===== src/hdl/sc_pkg.sv =====
// Shared types, constants and helper functions for the shuffled Salsa20 core.
// Used by the round step stages, the finishing stage and the top level.
package sc_pkg;

   localparam int WORDS     = 16;
   localparam int FIELDS    = 8;
   localparam int MAX_PAIRS = 16;
   localparam int NUM_STEPS = MAX_PAIRS * 8;
   localparam int PAIR_W    = 5;
   localparam int COUNT_W   = 5;

   localparam logic [COUNT_W-1:0] ROUND_COUNT_RESET = 5'd8;

   typedef logic [31:0] word_type;
   typedef word_type [WORDS-1:0] block_type;

   typedef struct packed {
      logic              valid;
      logic [PAIR_W-1:0] pairs;
      block_type         state;
      block_type         orig;
   } stage_type;

   // Core position of shuffled word i.
   function automatic logic [3:0] shuffle_pos(input int i);
      shuffle_pos = 4'(i * 5);
   endfunction

   // Position of element k of quarter q in a column round (row = 0) or a row round.
   function automatic logic [3:0] quarter_pos(input int row, input int q, input int k);
      if (row != 0) begin
         quarter_pos = 4'(4 * q + ((q + k) & 3));
      end else begin
         quarter_pos = 4'(5 * q + 4 * k);
      end
   endfunction

   function automatic int step_rot(input int step);
      case (step)
         0:       step_rot = 7;
         1:       step_rot = 9;
         2:       step_rot = 13;
         default: step_rot = 18;
      endcase
   endfunction

   function automatic word_type rotl(input word_type v, input int amt);
      rotl = (v << amt) | (v >> (32 - amt));
   endfunction

endpackage


===== src/hdl/sc_finish.sv =====
// Final stage: adds the input back to the shuffled core state into the output register.
// Depends on sc_pkg.
module sc_finish
   import sc_pkg::*;
(
   input  logic      clock,
   input  logic      reset,
   input  logic      advance,
   input  stage_type up,
   output logic      valid,
   output block_type result
);

   logic      valid_ff;
   block_type result_ff;
   block_type result_in;

   always_comb begin
      for (int i = 0; i < WORDS; i++) begin
         result_in[i] = up.orig[i] + up.state[shuffle_pos(i)];
      end
   end

   always_ff @(posedge clock) begin
      if (reset) begin
         valid_ff <= 1'b0;
      end else if (advance) begin
         valid_ff <= up.valid;
      end
   end

   always_ff @(posedge clock) begin
      if (advance) begin
         result_ff <= result_in;
      end
   end

   assign valid  = valid_ff;
   assign result = result_ff;

endmodule


===== config.mk =====
export PLATFORM = sky130hd
export DESIGN_NAME = sc_finish
export DESIGN_NICKNAME = d
export VERILOG_FILES = /design/src/hdl/sc_pkg.sv /design/src/hdl/sc_finish.sv
export SDC_FILE = /design/constraint.sdc
export NUM_CORES = 1
export LEC_CHECK = 0
export BUFFER_PORTS_ARGS = -buffer_cell sky130_fd_sc_hd__buf_2
export CAP_MARGIN = 20
export CORE_AREA = 5 5 597 599
export DETAILED_ROUTE_END_ITERATION = 10
export DIE_AREA = 0 0 602 604
export PLACE_DENSITY_LB_ADDON = 0.12
export SLEW_MARGIN = 20
export SYNTH_ARGS = -nofsm -noshare
export SYNTH_HDL_FRONTEND = slang
export SYNTH_SLANG_ARGS = --single-unit

===== constraint.sdc =====
create_clock -name clock -period 5.7 [get_ports clock]
set_input_delay 0.285 -clock clock [delete_from_list [all_inputs] [get_ports clock]]
set_output_delay 0.285 -clock clock [all_outputs]
set_load 0.02 [all_outputs]

==> results.py, run 1 <==
metrics = {
    "setup_path": {
        "critPathKind": "in2reg",
        "crit_start": "up[576]",
        "crit_fanout": 4,
        "critPathLaunchType": "primary input",
        "reg2regPathDepth": 3,
        "endpoint_kind": "register",
        "reg2reg_from": "valid",
        "critPathRequiredTime_ps": 6210,
        "rrSetupSlack_ps": 4570,
        "crit_arrival_ps": 4810,
    },
    "sta": {
        "worst_pin_slew_ps": 978.0,
        "fin_crit_sh_pct": 75.48,
        "fin_setup_tns_ps": 0,
        "rsz0062_at_grt": "false",
        "timing.final.max_slew_violations": 0,
        "fin_skew_ps": 0,
        "max-slew-margin-rel_pct": 33.11,
        "hold_viol": 0,
        "finalWorstPathRequiredPeriod_ps": 4303,
        "clock.fmax_mhz": 232.4,
        "setup_violations": 0,
    },
    "detailed_routing": {
        "vias_per_cell": 3.786,
        "first_pass_iters": 5,
        "num_vias": 41810,
        "post_drt_wl_per_cell_um": 21.91,
        "drt_iter0_drc": 1878,
        "antenna_left": 0,
        "routed_wirelength_um": 242000,
        "route.detailed.drc": 0,
    },
    "floorplan": {
        "core_area_um2": 350800,
        "die_w_um": 602,
        "io_pins": 1546,
        "rows": 218,
        "die_area_um2": 363600,
        "fp.dieH_um": 604,
        "initial_utilization_pct": 11.53,
    },
    "final_layout": {
        "drive_above_1_share_pct": 27.01,
        "most-common-layout-cells": "buf_2 (1,539), dlygate4sd3_1 (731), edfxtp_1 (512)",
        "num-fill-cells": 39480,
        "final_common_cell": "buf_2",
        "area_growth_syn_to_layout_pct": 58.52,
        "nets": 7867,
        "post-route-cell-area_um2": 64120,
    },
    "synth": {
        "synth_warnings": 0,
        "ys.flop_type": "edfxtp_1",
        "ys_ff_latch": 513,
        "seq_area_frac_synth_pct": 38.06,
        "synth_edf_count": 512,
        "postSynthCellCount": 4021,
        "async_reset_ff_share_pct": 0,
        "netlist_area_um2": 40450,
        "synth_cell_types": 84,
        "synth_area_per_cell_um2": 10.06,
        "syn_nets": 5566,
    },
    "clocking": {
        "cts_sinks": 513,
        "clk_pin_slew_ps": 50,
        "cts_root_buffer": "clkbuf_16",
        "ctsLongestPathBuffers": 4,
        "cts-buffers-inserted": 91,
        "cts_tree": "yes",
        "h-tree-depth": 3,
        "clk_latency_ps": 780,
        "post_cts_resized": 0,
        "post_cts_buffers": 0,
    },
    "placed_design": {
        "placedInstanceArea_um2": 53800,
        "hpwlAfterDp_um": 206100,
        "place.gp.congestion": 0.8759,
        "portBuffers": 1540,
    },
    "power_and_ir_drop": {
        "finalPower_mw": 17.18,
        "power.density_nw_per_um2": 267.9,
        "ir_worst_vdd_mv": 0.1785,
        "power.leakage_nw": 27.84,
    },
    "grt": {
        "groute.usage.overall_pct": 12.60,
        "antenna_found_initial": 160,
        "grt_overflow": 0,
        "grt_pass1_vias": 43270,
        "grt_max_degree": 103,
        "grt_pass1_wl_um": 331800,
    },
    "flow_run": {
        "drv_cap": 0,
    },
    "min_path": {
        "min_from": "up[270]",
        "hold_path.class": "in2reg",
        "holdPathStages": 3,
    },
    "status": {
        "outcome": "finished clean",
    },
}
==> final cells by class <==
cell class / count / area, um^2 / area share [%]
Inverter: 109 / 409.1 / 0.6381
Clock buffer: 101 / 2315 / 3.610
Sequential cell: 513 / 15390 / 24.01
Tap cell: 4620 / 5781 / 9.015
Multi-Input combinational cell: 3324 / 24360 / 38.00
Antenna cell: 33 / 82.58 / 0.1288
Clock inverter: 60 / 600.6 / 0.9367
Timing Repair Buffer: 2283 / 15170 / 23.67
==> worst paths after layout <==
path                 endpoint
setup / recovery  result[350]
hold / removal    result[270]
setup reg to reg        valid
hold reg to reg         valid
==> cells in the mapped netlist (12+ instances only) <==
| cell type | instances | share of area, % |
|---|---|---|
| nor2b_1 | 61 | 0.94 |
| nand4_1 | 51 | 0.79 |
| edfxtp_1 | 512 | 38 |
| a21o_1 | 309 | 5.7 |
| o211ai_1 | 19 | 0.35 |
| nor2_1 | 238 | 2.2 |
| o21ai_0 | 204 | 2.5 |
| a221o_1 | 13 | 0.32 |
| nor3b_1 | 12 | 0.22 |
| nand3_1 | 82 | 1.0 |
| o31ai_1 | 23 | 0.43 |
| xnor2_1 | 302 | 6.5 |
| a21oi_1 | 462 | 5.7 |
| xor2_1 | 146 | 3.2 |
| nand2b_1 | 61 | 0.94 |
| or3_1 | 19 | 0.29 |
| nor3_1 | 68 | 0.84 |
| clkbuf_1 | 73 | 0.68 |
| ha_1 | 496 | 15 |
| and2_1 | 26 | 0.40 |
| nand2_1 | 229 | 2.1 |
| o21bai_1 | 75 | 1.4 |
| a21boi_0 | 15 | 0.28 |
| inv_1 | 109 | 1.0 |
| and3_1 | 52 | 0.80 |
| a41oi_1 | 15 | 0.32 |
| nor4_1 | 12 | 0.19 |
| a211oi_1 | 27 | 0.50 |
| fa_1 | 16 | 0.79 |
| o21a_1 | 53 | 0.98 |
| and4_1 | 15 | 0.32 |
| a31oi_1 | 44 | 0.68 |
==> sequential cells by signal, summed over array words and instances, names as in the netlist <==
register,count
result,512
valid,1
==> report_power, final <==
part           switching (mW)  internal [mW]  total (mW)
sequential              0.197           4.99        5.18
clock                    2.32           3.40        5.73
combinational            3.69           2.57        6.27
==> critical path, stage by stage <==
cell           delay [ps]
dlygate4sd3_1         540
buf_2                 130
ha_1                  220
fa_1                  440
a21o_1                230
a21oi_1               380
o21ai_0               210
a32o_1                310
o41ai_2               500
o31ai_1               280
and3_1                300
a221oi_1              310
xnor2_1               100
dlygate4sd3_1         560
==> cell families after synthesis <==
family	after synthesis	share of synthesized area, %
AO/OA/AOI/OAI	1399	22.50
AND/OR/NAND/NOR	957	11.69
flip-flops	513	38.06
adder cells (fa/ha/maj)	512	16.13
XOR/XNOR	448	9.701
buffers and inverters	184	1.711
multiplexers	8	0.2011
==> metrics by stage <==
step / hold slack [ps] / worst slack (ps) / utilization (%) / cells
after floorplan: 357.4 / 2559 / - / 4021
after global placement: 464.3 / 1535 / 15.34 / 10120
after detailed placement: 467.4 / 1458 / 15.34 / 10120
after CTS: 0.07755 / 1458 / 18.26 / 11010
after global routing: 28.12 / 1305 / 18.27 / 11030
final: 90.84 / 1397 / 18.28 / 11040
==> timing repair <==
| item | CTS | global route |
|---|---|---|
| hold buffers | 731 | 0 |
| setup endpoints to repair | 0 | 0 |
| endpoints found under the hold margin | 393 | 0 |
==> routing by layer <==
metal	share of wire (%)	vias up	global-route usage (%)
met5	0.17	-	0
met2	52	1297	23.85
met1	38	20040	13.75
li1	-	19990	-
met4	2.7	68	2.923
met3	6.5	418	3.592
Note: power is estimated with default switching activity, not from simulation.
==> run 2, diff against run 1 <==
clock period = 3.7 ns   (was 5.7 ns; I/O delays follow)
==> run 2 against run 1 <==
Largest cell class unchanged. Critical path depth is the same. Critical endpoint is now result[286]. Clock-buffer cell count grew 12. Cell area rose by 8.5%.
==> results.py, run 2 (same netlist as run 1, synthesis figures left out) <==
metrics = {
    "clocking": {
        "clk_latency_ps": 770,
        "cts_tree": "yes",
        "cts_root_buffer": "clkbuf_16",
        "h-tree-depth": 3,
        "clk_pin_slew_ps": 60,
        "cts-buffers-inserted": 92,
        "ctsLongestPathBuffers": 4,
        "cts_sinks": 513,
    },
    "min_path": {
        "holdPathStages": 3,
        "holdPathEnd": "result[371]",
        "min_from": "up[755]",
        "hold_path.class": "in2reg",
    },
    "sta": {
        "rsz0062_at_grt": "true",
        "finalWorstPathRequiredPeriod_ps": 3640,
        "hold_viol": 0,
        "timing.final.max_slew_violations": 0,
        "worst_hold_slack_ps": 78.15,
        "max-slew-margin-rel_pct": 42.96,
        "fin_crit_sh_pct": 98.37,
        "worst_pin_slew_ps": 834.1,
        "clock.fmax_mhz": 274.8,
        "fin_skew_ps": 0,
        "setup_violations": 0,
    },
    "detailed_routing": {
        "antenna_left": 0,
        "routed_wirelength_um": 248500,
        "post_drt_wl_per_cell_um": 21.42,
        "drt_iter0_drc": 1807,
        "first_pass_iters": 5,
        "num_vias": 43870,
        "route.detailed.drc": 0,
        "vias_per_cell": 3.781,
    },
    "final_layout": {
        "final_cells": 11600,
        "drive_above_1_share_pct": 26.17,
        "most-common-layout-cells": "buf_2 (1,539), dlygate4sd3_1 (1,203), edfxtp_1 (512)",
        "nets": 8419,
        "num-fill-cells": 39290,
        "area_growth_syn_to_layout_pct": 71.95,
        "largest_reg_flops": 512,
        "final_common_cell": "buf_2",
    },
    "setup_path": {
        "cp_slowest_stage_delay_ps": 570,
        "cp.buffers_inverters": 3,
        "rrSetupSlack_ps": 2520,
        "crit_arrival_ps": 4190,
        "reg2reg_to": "valid",
        "endpoint_kind": "register",
        "critPathRequiredTime_ps": 4250,
        "reg2regPathDepth": 3,
        "cpLargestDelayFamily": "compound AO/OA/AOI/OAI gates",
        "slowest_stage": "dlygate4sd3_1",
        "path_cells": "dlygate4sd3_1 > buf_2 > ha_1 > fa_1 > a21o_1 > a21o_1 > a2111oi_4 > o31ai_2 > a221oi_2 > o21ai_1 > a21o_1 > a311oi_2 > xnor2_1 > dlygate4sd3_1",
        "crit_fanout": 3,
        "cp_common_cell": "a21o_1",
        "critPathKind": "in2reg",
        "reg2reg_from": "valid",
        "critPathLaunchType": "primary input",
    },
    "flow_run": {
        "drv_cap": 0,
    },
    "floorplan": {
        "die_area_um2": 363600,
        "core_area_um2": 350800,
        "fp.dieH_um": 604,
        "die_w_um": 602,
        "initial_utilization_pct": 11.53,
        "rows": 218,
        "io_pins": 1546,
    },
    "power_and_ir_drop": {
        "power.leakage_nw": 30.20,
        "ir_worst_vdd_mv": 0.3127,
        "power.density_nw_per_um2": 391.2,
        "finalPower_mw": 27.21,
    },
    "grt": {
        "grt_overflow": 0,
        "groute.usage.overall_pct": 12.97,
        "grt_pass1_vias": 46080,
        "grt_pass1_wl_um": 344900,
        "grt_max_degree": 51,
        "antenna_found_initial": 144,
    },
    "placed_design": {
        "portBuffers": 1540,
        "hpwlAfterDp_um": 208800,
        "place.gp.congestion": 0.8754,
        "dp_cells": 10190,
    },
    "status": {
        "outcome": "finished clean",
    },
}
-- run 2: changes by cell type in the layout (fill, tap and decap cells not counted), sizes merged --
cell         before   now
clkbuf          101   113
clkinv           41    43
bufinv           11     5
buf            1552  1631
clkinvlp          7     1
dlygate4sd3     731  1203
diode            33    38
-- run 2: how the worst max path moves through the flow --
stage | start | endpoint | slack [ps] | depth (start not counted)
global route | up[642] | result[159] | -60 | 13
detailed placement | up[32] | result[60] | -40 | 13
floorplan | up[64] | result[94] | 660 | 11
finish | up[768] | result[286] | 60 | 14
CTS | up[642] | result[159] | 8 | 13
global placement | up[32] | result[60] | -70 | 13
-- run 2: where the power goes --
group	internal (mW)	switching, mW	total [mW]
Sequential	7.68	0.309	7.99
Combinational	4.87	5.92	10.8
Clock	4.89	3.54	8.43
Total	17.4	9.77	27.2
-- run 2: timing repair --
action | 4_1_cts | 5_1_grt
setup buffers | 0 | 6
gates resized for setup | 0 | 36
hold buffers | 1203 | 0
setup endpoints to repair | 0 | 27
endpoints found under the hold margin | 517 | 0
-- run 2: cell type report --
| type | count | area, um^2 | area share [%] |
|---|---|---|---|
| clock buffer | 113 | 2381 | 3.423 |
| antenna | 38 | 95.09 | 0.1367 |
| tap | 4620 | 5781 | 8.311 |
| clock inverter | 50 | 399.1 | 0.5739 |
| sequential | 513 | 15390 | 22.13 |
| multi-input combinational | 3324 | 24520 | 35.26 |
| timing repair buffer | 2834 | 20570 | 29.57 |
| inverter | 109 | 409.1 | 0.5883 |
-- run 2: worst reg2reg max path, cell delays in order (launching register included) --
cell and delay [ps]:
dfxtp_1 330, mux2i_1 140, nor2_1 50, dlygate4sd3_1 550
-- run 2: stage by stage --
step | worst slack (ps) | utilization [%] | setup TNS [ps] | cell area (um^2)
finish | 60.39 | 19.83 | 0 | 69550
global route | -57.41 | 19.82 | -98.44 | 69520
CTS | 7.885 | 19.74 | 0 | 69250
detailed placement | -38.18 | 15.52 | -55.85 | 54430
global placement | -74.63 | 15.52 | -126.8 | 54430
floorplan | 659.1 | - | 0 | 40450
-- run 2: layer usage --
metal  wire length, um  vias to the layer above  share of wire, %  GRT usage [%]
li1                  -                    21080                 -              -
met1             96320                    21100                39          14.41
met2            130100                     1272                52          24.35
met3             14590                      365               5.9          3.180
met4              7206                       50               2.9          3.613
met5               305                        -              0.12              0
==> run 3, diff against run 2 <==
--- a/config.mk
+++ b/config.mk
@@ -11,4 +11,5 @@
 export DETAILED_ROUTE_END_ITERATION = 10
 export DIE_AREA = 0 0 602 604
+export GPL_TIMING_DRIVEN = 0
 export PLACE_DENSITY_LB_ADDON = 0.12
 export SLEW_MARGIN = 20
==> constraint.sdc (replaced) <==
create_clock -name clock -period 3.7 [get_ports clock]
set_input_delay 0.74 -clock clock [delete_from_list [all_inputs] [get_ports clock]]
set_output_delay 0.74 -clock clock [all_outputs]
set_load 0.02 [all_outputs]
==> run 3 against run 2 <==
Wire length shrank 4.4%. Cell count shrank 10%. Non-clock buffer count shrank 1210. Hold slack gained 150 ps. Core utilization shrank 3.5 points. Sequential power shrank 0.6%. Clock-buffer cell count grew 1. Combinational power shrank 20%. Power shrank 7.7%. Fmax grew 1.4%. Critical endpoint is now result[254]. Largest cell class unchanged. Highest routed layer unchanged.
==> results.py, run 3 (same netlist as run 1, synthesis figures left out) <==
metrics = {
    "status": {
        "outcome": "finished clean",
    },
    "clocking": {
        "hold_buffers": 0,
        "cts_sinks": 513,
        "clk_pin_slew_ps": 60,
        "clk_latency_ps": 770,
        "ctsLongestPathBuffers": 4,
        "cts_root_buffer": "clkbuf_16",
        "cts_tree": "yes",
        "cts-buffers-inserted": 91,
        "h-tree-depth": 3,
    },
    "final_layout": {
        "num-fill-cells": 39750,
        "post-route-util_pct": 16.29,
        "area_growth_syn_to_layout_pct": 41.24,
        "final_cells": 10380,
        "most-common-layout-cells": "buf_2 (1,540), edfxtp_1 (512), ha_1 (496)",
        "largest_reg_flops": 512,
        "post-route-cell-area_um2": 57130,
        "nets": 7208,
        "final_common_cell": "buf_2",
        "drive_above_1_share_pct": 30.03,
    },
    "power_and_ir_drop": {
        "finalPower_mw": 25.11,
        "ir_worst_vdd_mv": 0.3167,
        "power.density_nw_per_um2": 439.5,
        "power.leakage_nw": 24.86,
    },
    "min_path": {
        "hold_path.class": "in2reg",
    },
    "placed_design": {
        "portBuffers": 1540,
        "placedInstanceArea_um2": 54170,
        "dp_cells": 10190,
        "place.gp.congestion": 0.8938,
        "hpwlAfterDp_um": 206100,
        "pre_cts_slack_ps": -2053,
    },
    "detailed_routing": {
        "antenna_left": 0,
        "routed_wirelength_um": 237400,
        "post_drt_wl_per_cell_um": 22.87,
        "first_pass_iters": 5,
        "num_vias": 39110,
        "route.detailed.drc": 0,
        "vias_per_cell": 3.767,
        "drt_iter0_drc": 1946,
    },
    "setup_path": {
        "crit_arrival_ps": 4130,
        "critPathRequiredTime_ps": 4240,
        "endpoint_kind": "register",
        "critPathKind": "in2reg",
        "crit_fanout": 3,
        "rrSetupSlack_ps": 3100,
        "critPathLaunchType": "primary input",
    },
    "sta": {
        "worst_pin_slew_ps": 896.0,
        "timing.final.max_slew_violations": 0,
        "max-slew-margin-rel_pct": 38.72,
        "rsz0062_at_grt": "false",
        "worst_hold_slack_ps": 224.5,
        "setup_violations": 0,
        "clock.fmax_mhz": 278.5,
        "fin_skew_ps": 0,
        "fin_setup_tns_ps": 0,
        "hold_viol": 0,
        "finalWorstPathRequiredPeriod_ps": 3590,
        "fin_crit_sh_pct": 97.04,
        "worst_slack_ps": 109.7,
    },
    "grt": {
        "grt_pass1_wl_um": 321500,
        "grt_max_degree": 76,
        "antenna_found_initial": 206,
        "grt_pass1_vias": 39820,
        "groute.usage.overall_pct": 12.34,
        "grt_overflow": 0,
    },
    "floorplan": {
        "fp.dieH_um": 604,
        "die_w_um": 602,
        "rows": 218,
        "die_area_um2": 363600,
        "core_area_um2": 350800,
        "io_pins": 1546,
        "initial_utilization_pct": 11.53,
    },
    "flow_run": {
        "drv_cap": 0,
    },
}
[run 3: cell types whose count changed in the layout (fill, tap and decap cells not counted), moves of 4 or more]
cell and delta:
o21ai_1 -4, buf_12 -10, buf_16 +8, clkbuf_1 +72, clkinv_2 -8, a21oi_2 -5
a2111oi_2 +4, a21oi_1 +6, diode_2 -5, buf_4 -80, dlygate4sd3_1 -1203
[run 3: cell type report]
| class | count | area (um^2) | area share, % |
|---|---|---|---|
| multi-input cells | 3324 | 24410 | 42.73 |
| repair buffers | 1549 | 7945 | 13.91 |
| diodes | 33 | 82.58 | 0.1445 |
| flip-flops and latches | 513 | 15390 | 26.95 |
| well taps | 4620 | 5781 | 10.12 |
| plain buffers | 75 | 282.8 | 0.4950 |
| clock buffers | 114 | 2394 | 4.190 |
| inverters | 109 | 409.1 | 0.7161 |
| clock inverters | 46 | 430.4 | 0.7534 |
[run 3: worst paths after layout]
kind,startpoint,endpoint,cells after the start
max,up[224],result[254],12
min,up[1029],valid,3
max reg2reg,valid,valid,2
min reg2reg,valid,valid,2
[run 3: critical path, stage by stage]
cell	delay (ps)
buf_2	120
ha_1	240
fa_1	420
a21o_1	230
a21oi_1	280
o21ai_0	280
a31oi_1	410
nor3_1	150
o31ai_1	320
a41oi_1	350
o41ai_1	450
xnor2_1	120
[run 3: metal layers]
layer | routed length (um) | share of wire, % | GRT usage [%] | vias to the layer above
li1 | - | - | - | 18640
met1 | 90650 | 38 | 13.56 | 18620
met2 | 125200 | 53 | 23.51 | 1329
met3 | 15680 | 6.6 | 3.571 | 447
met4 | 5511 | 2.3 | 2.207 | 72
met5 | 401 | 0.17 | 0 | -
[run 3: timing repair]
| item | CTS | global route |
|---|---|---|
| pin swaps | 1 | 0 |
| gates resized for setup | 5 | 6 |
| setup endpoints to repair | 6 | 6 |
| setup buffers | 1 | 0 |
[run 3: power by group]
group / internal, mW / switching, mW / leakage (nW)
clock: 4.98 / 3.57 / 1.36
sequential: 7.68 / 0.263 / 5.02
combinational: 3.09 / 5.52 / 18.5
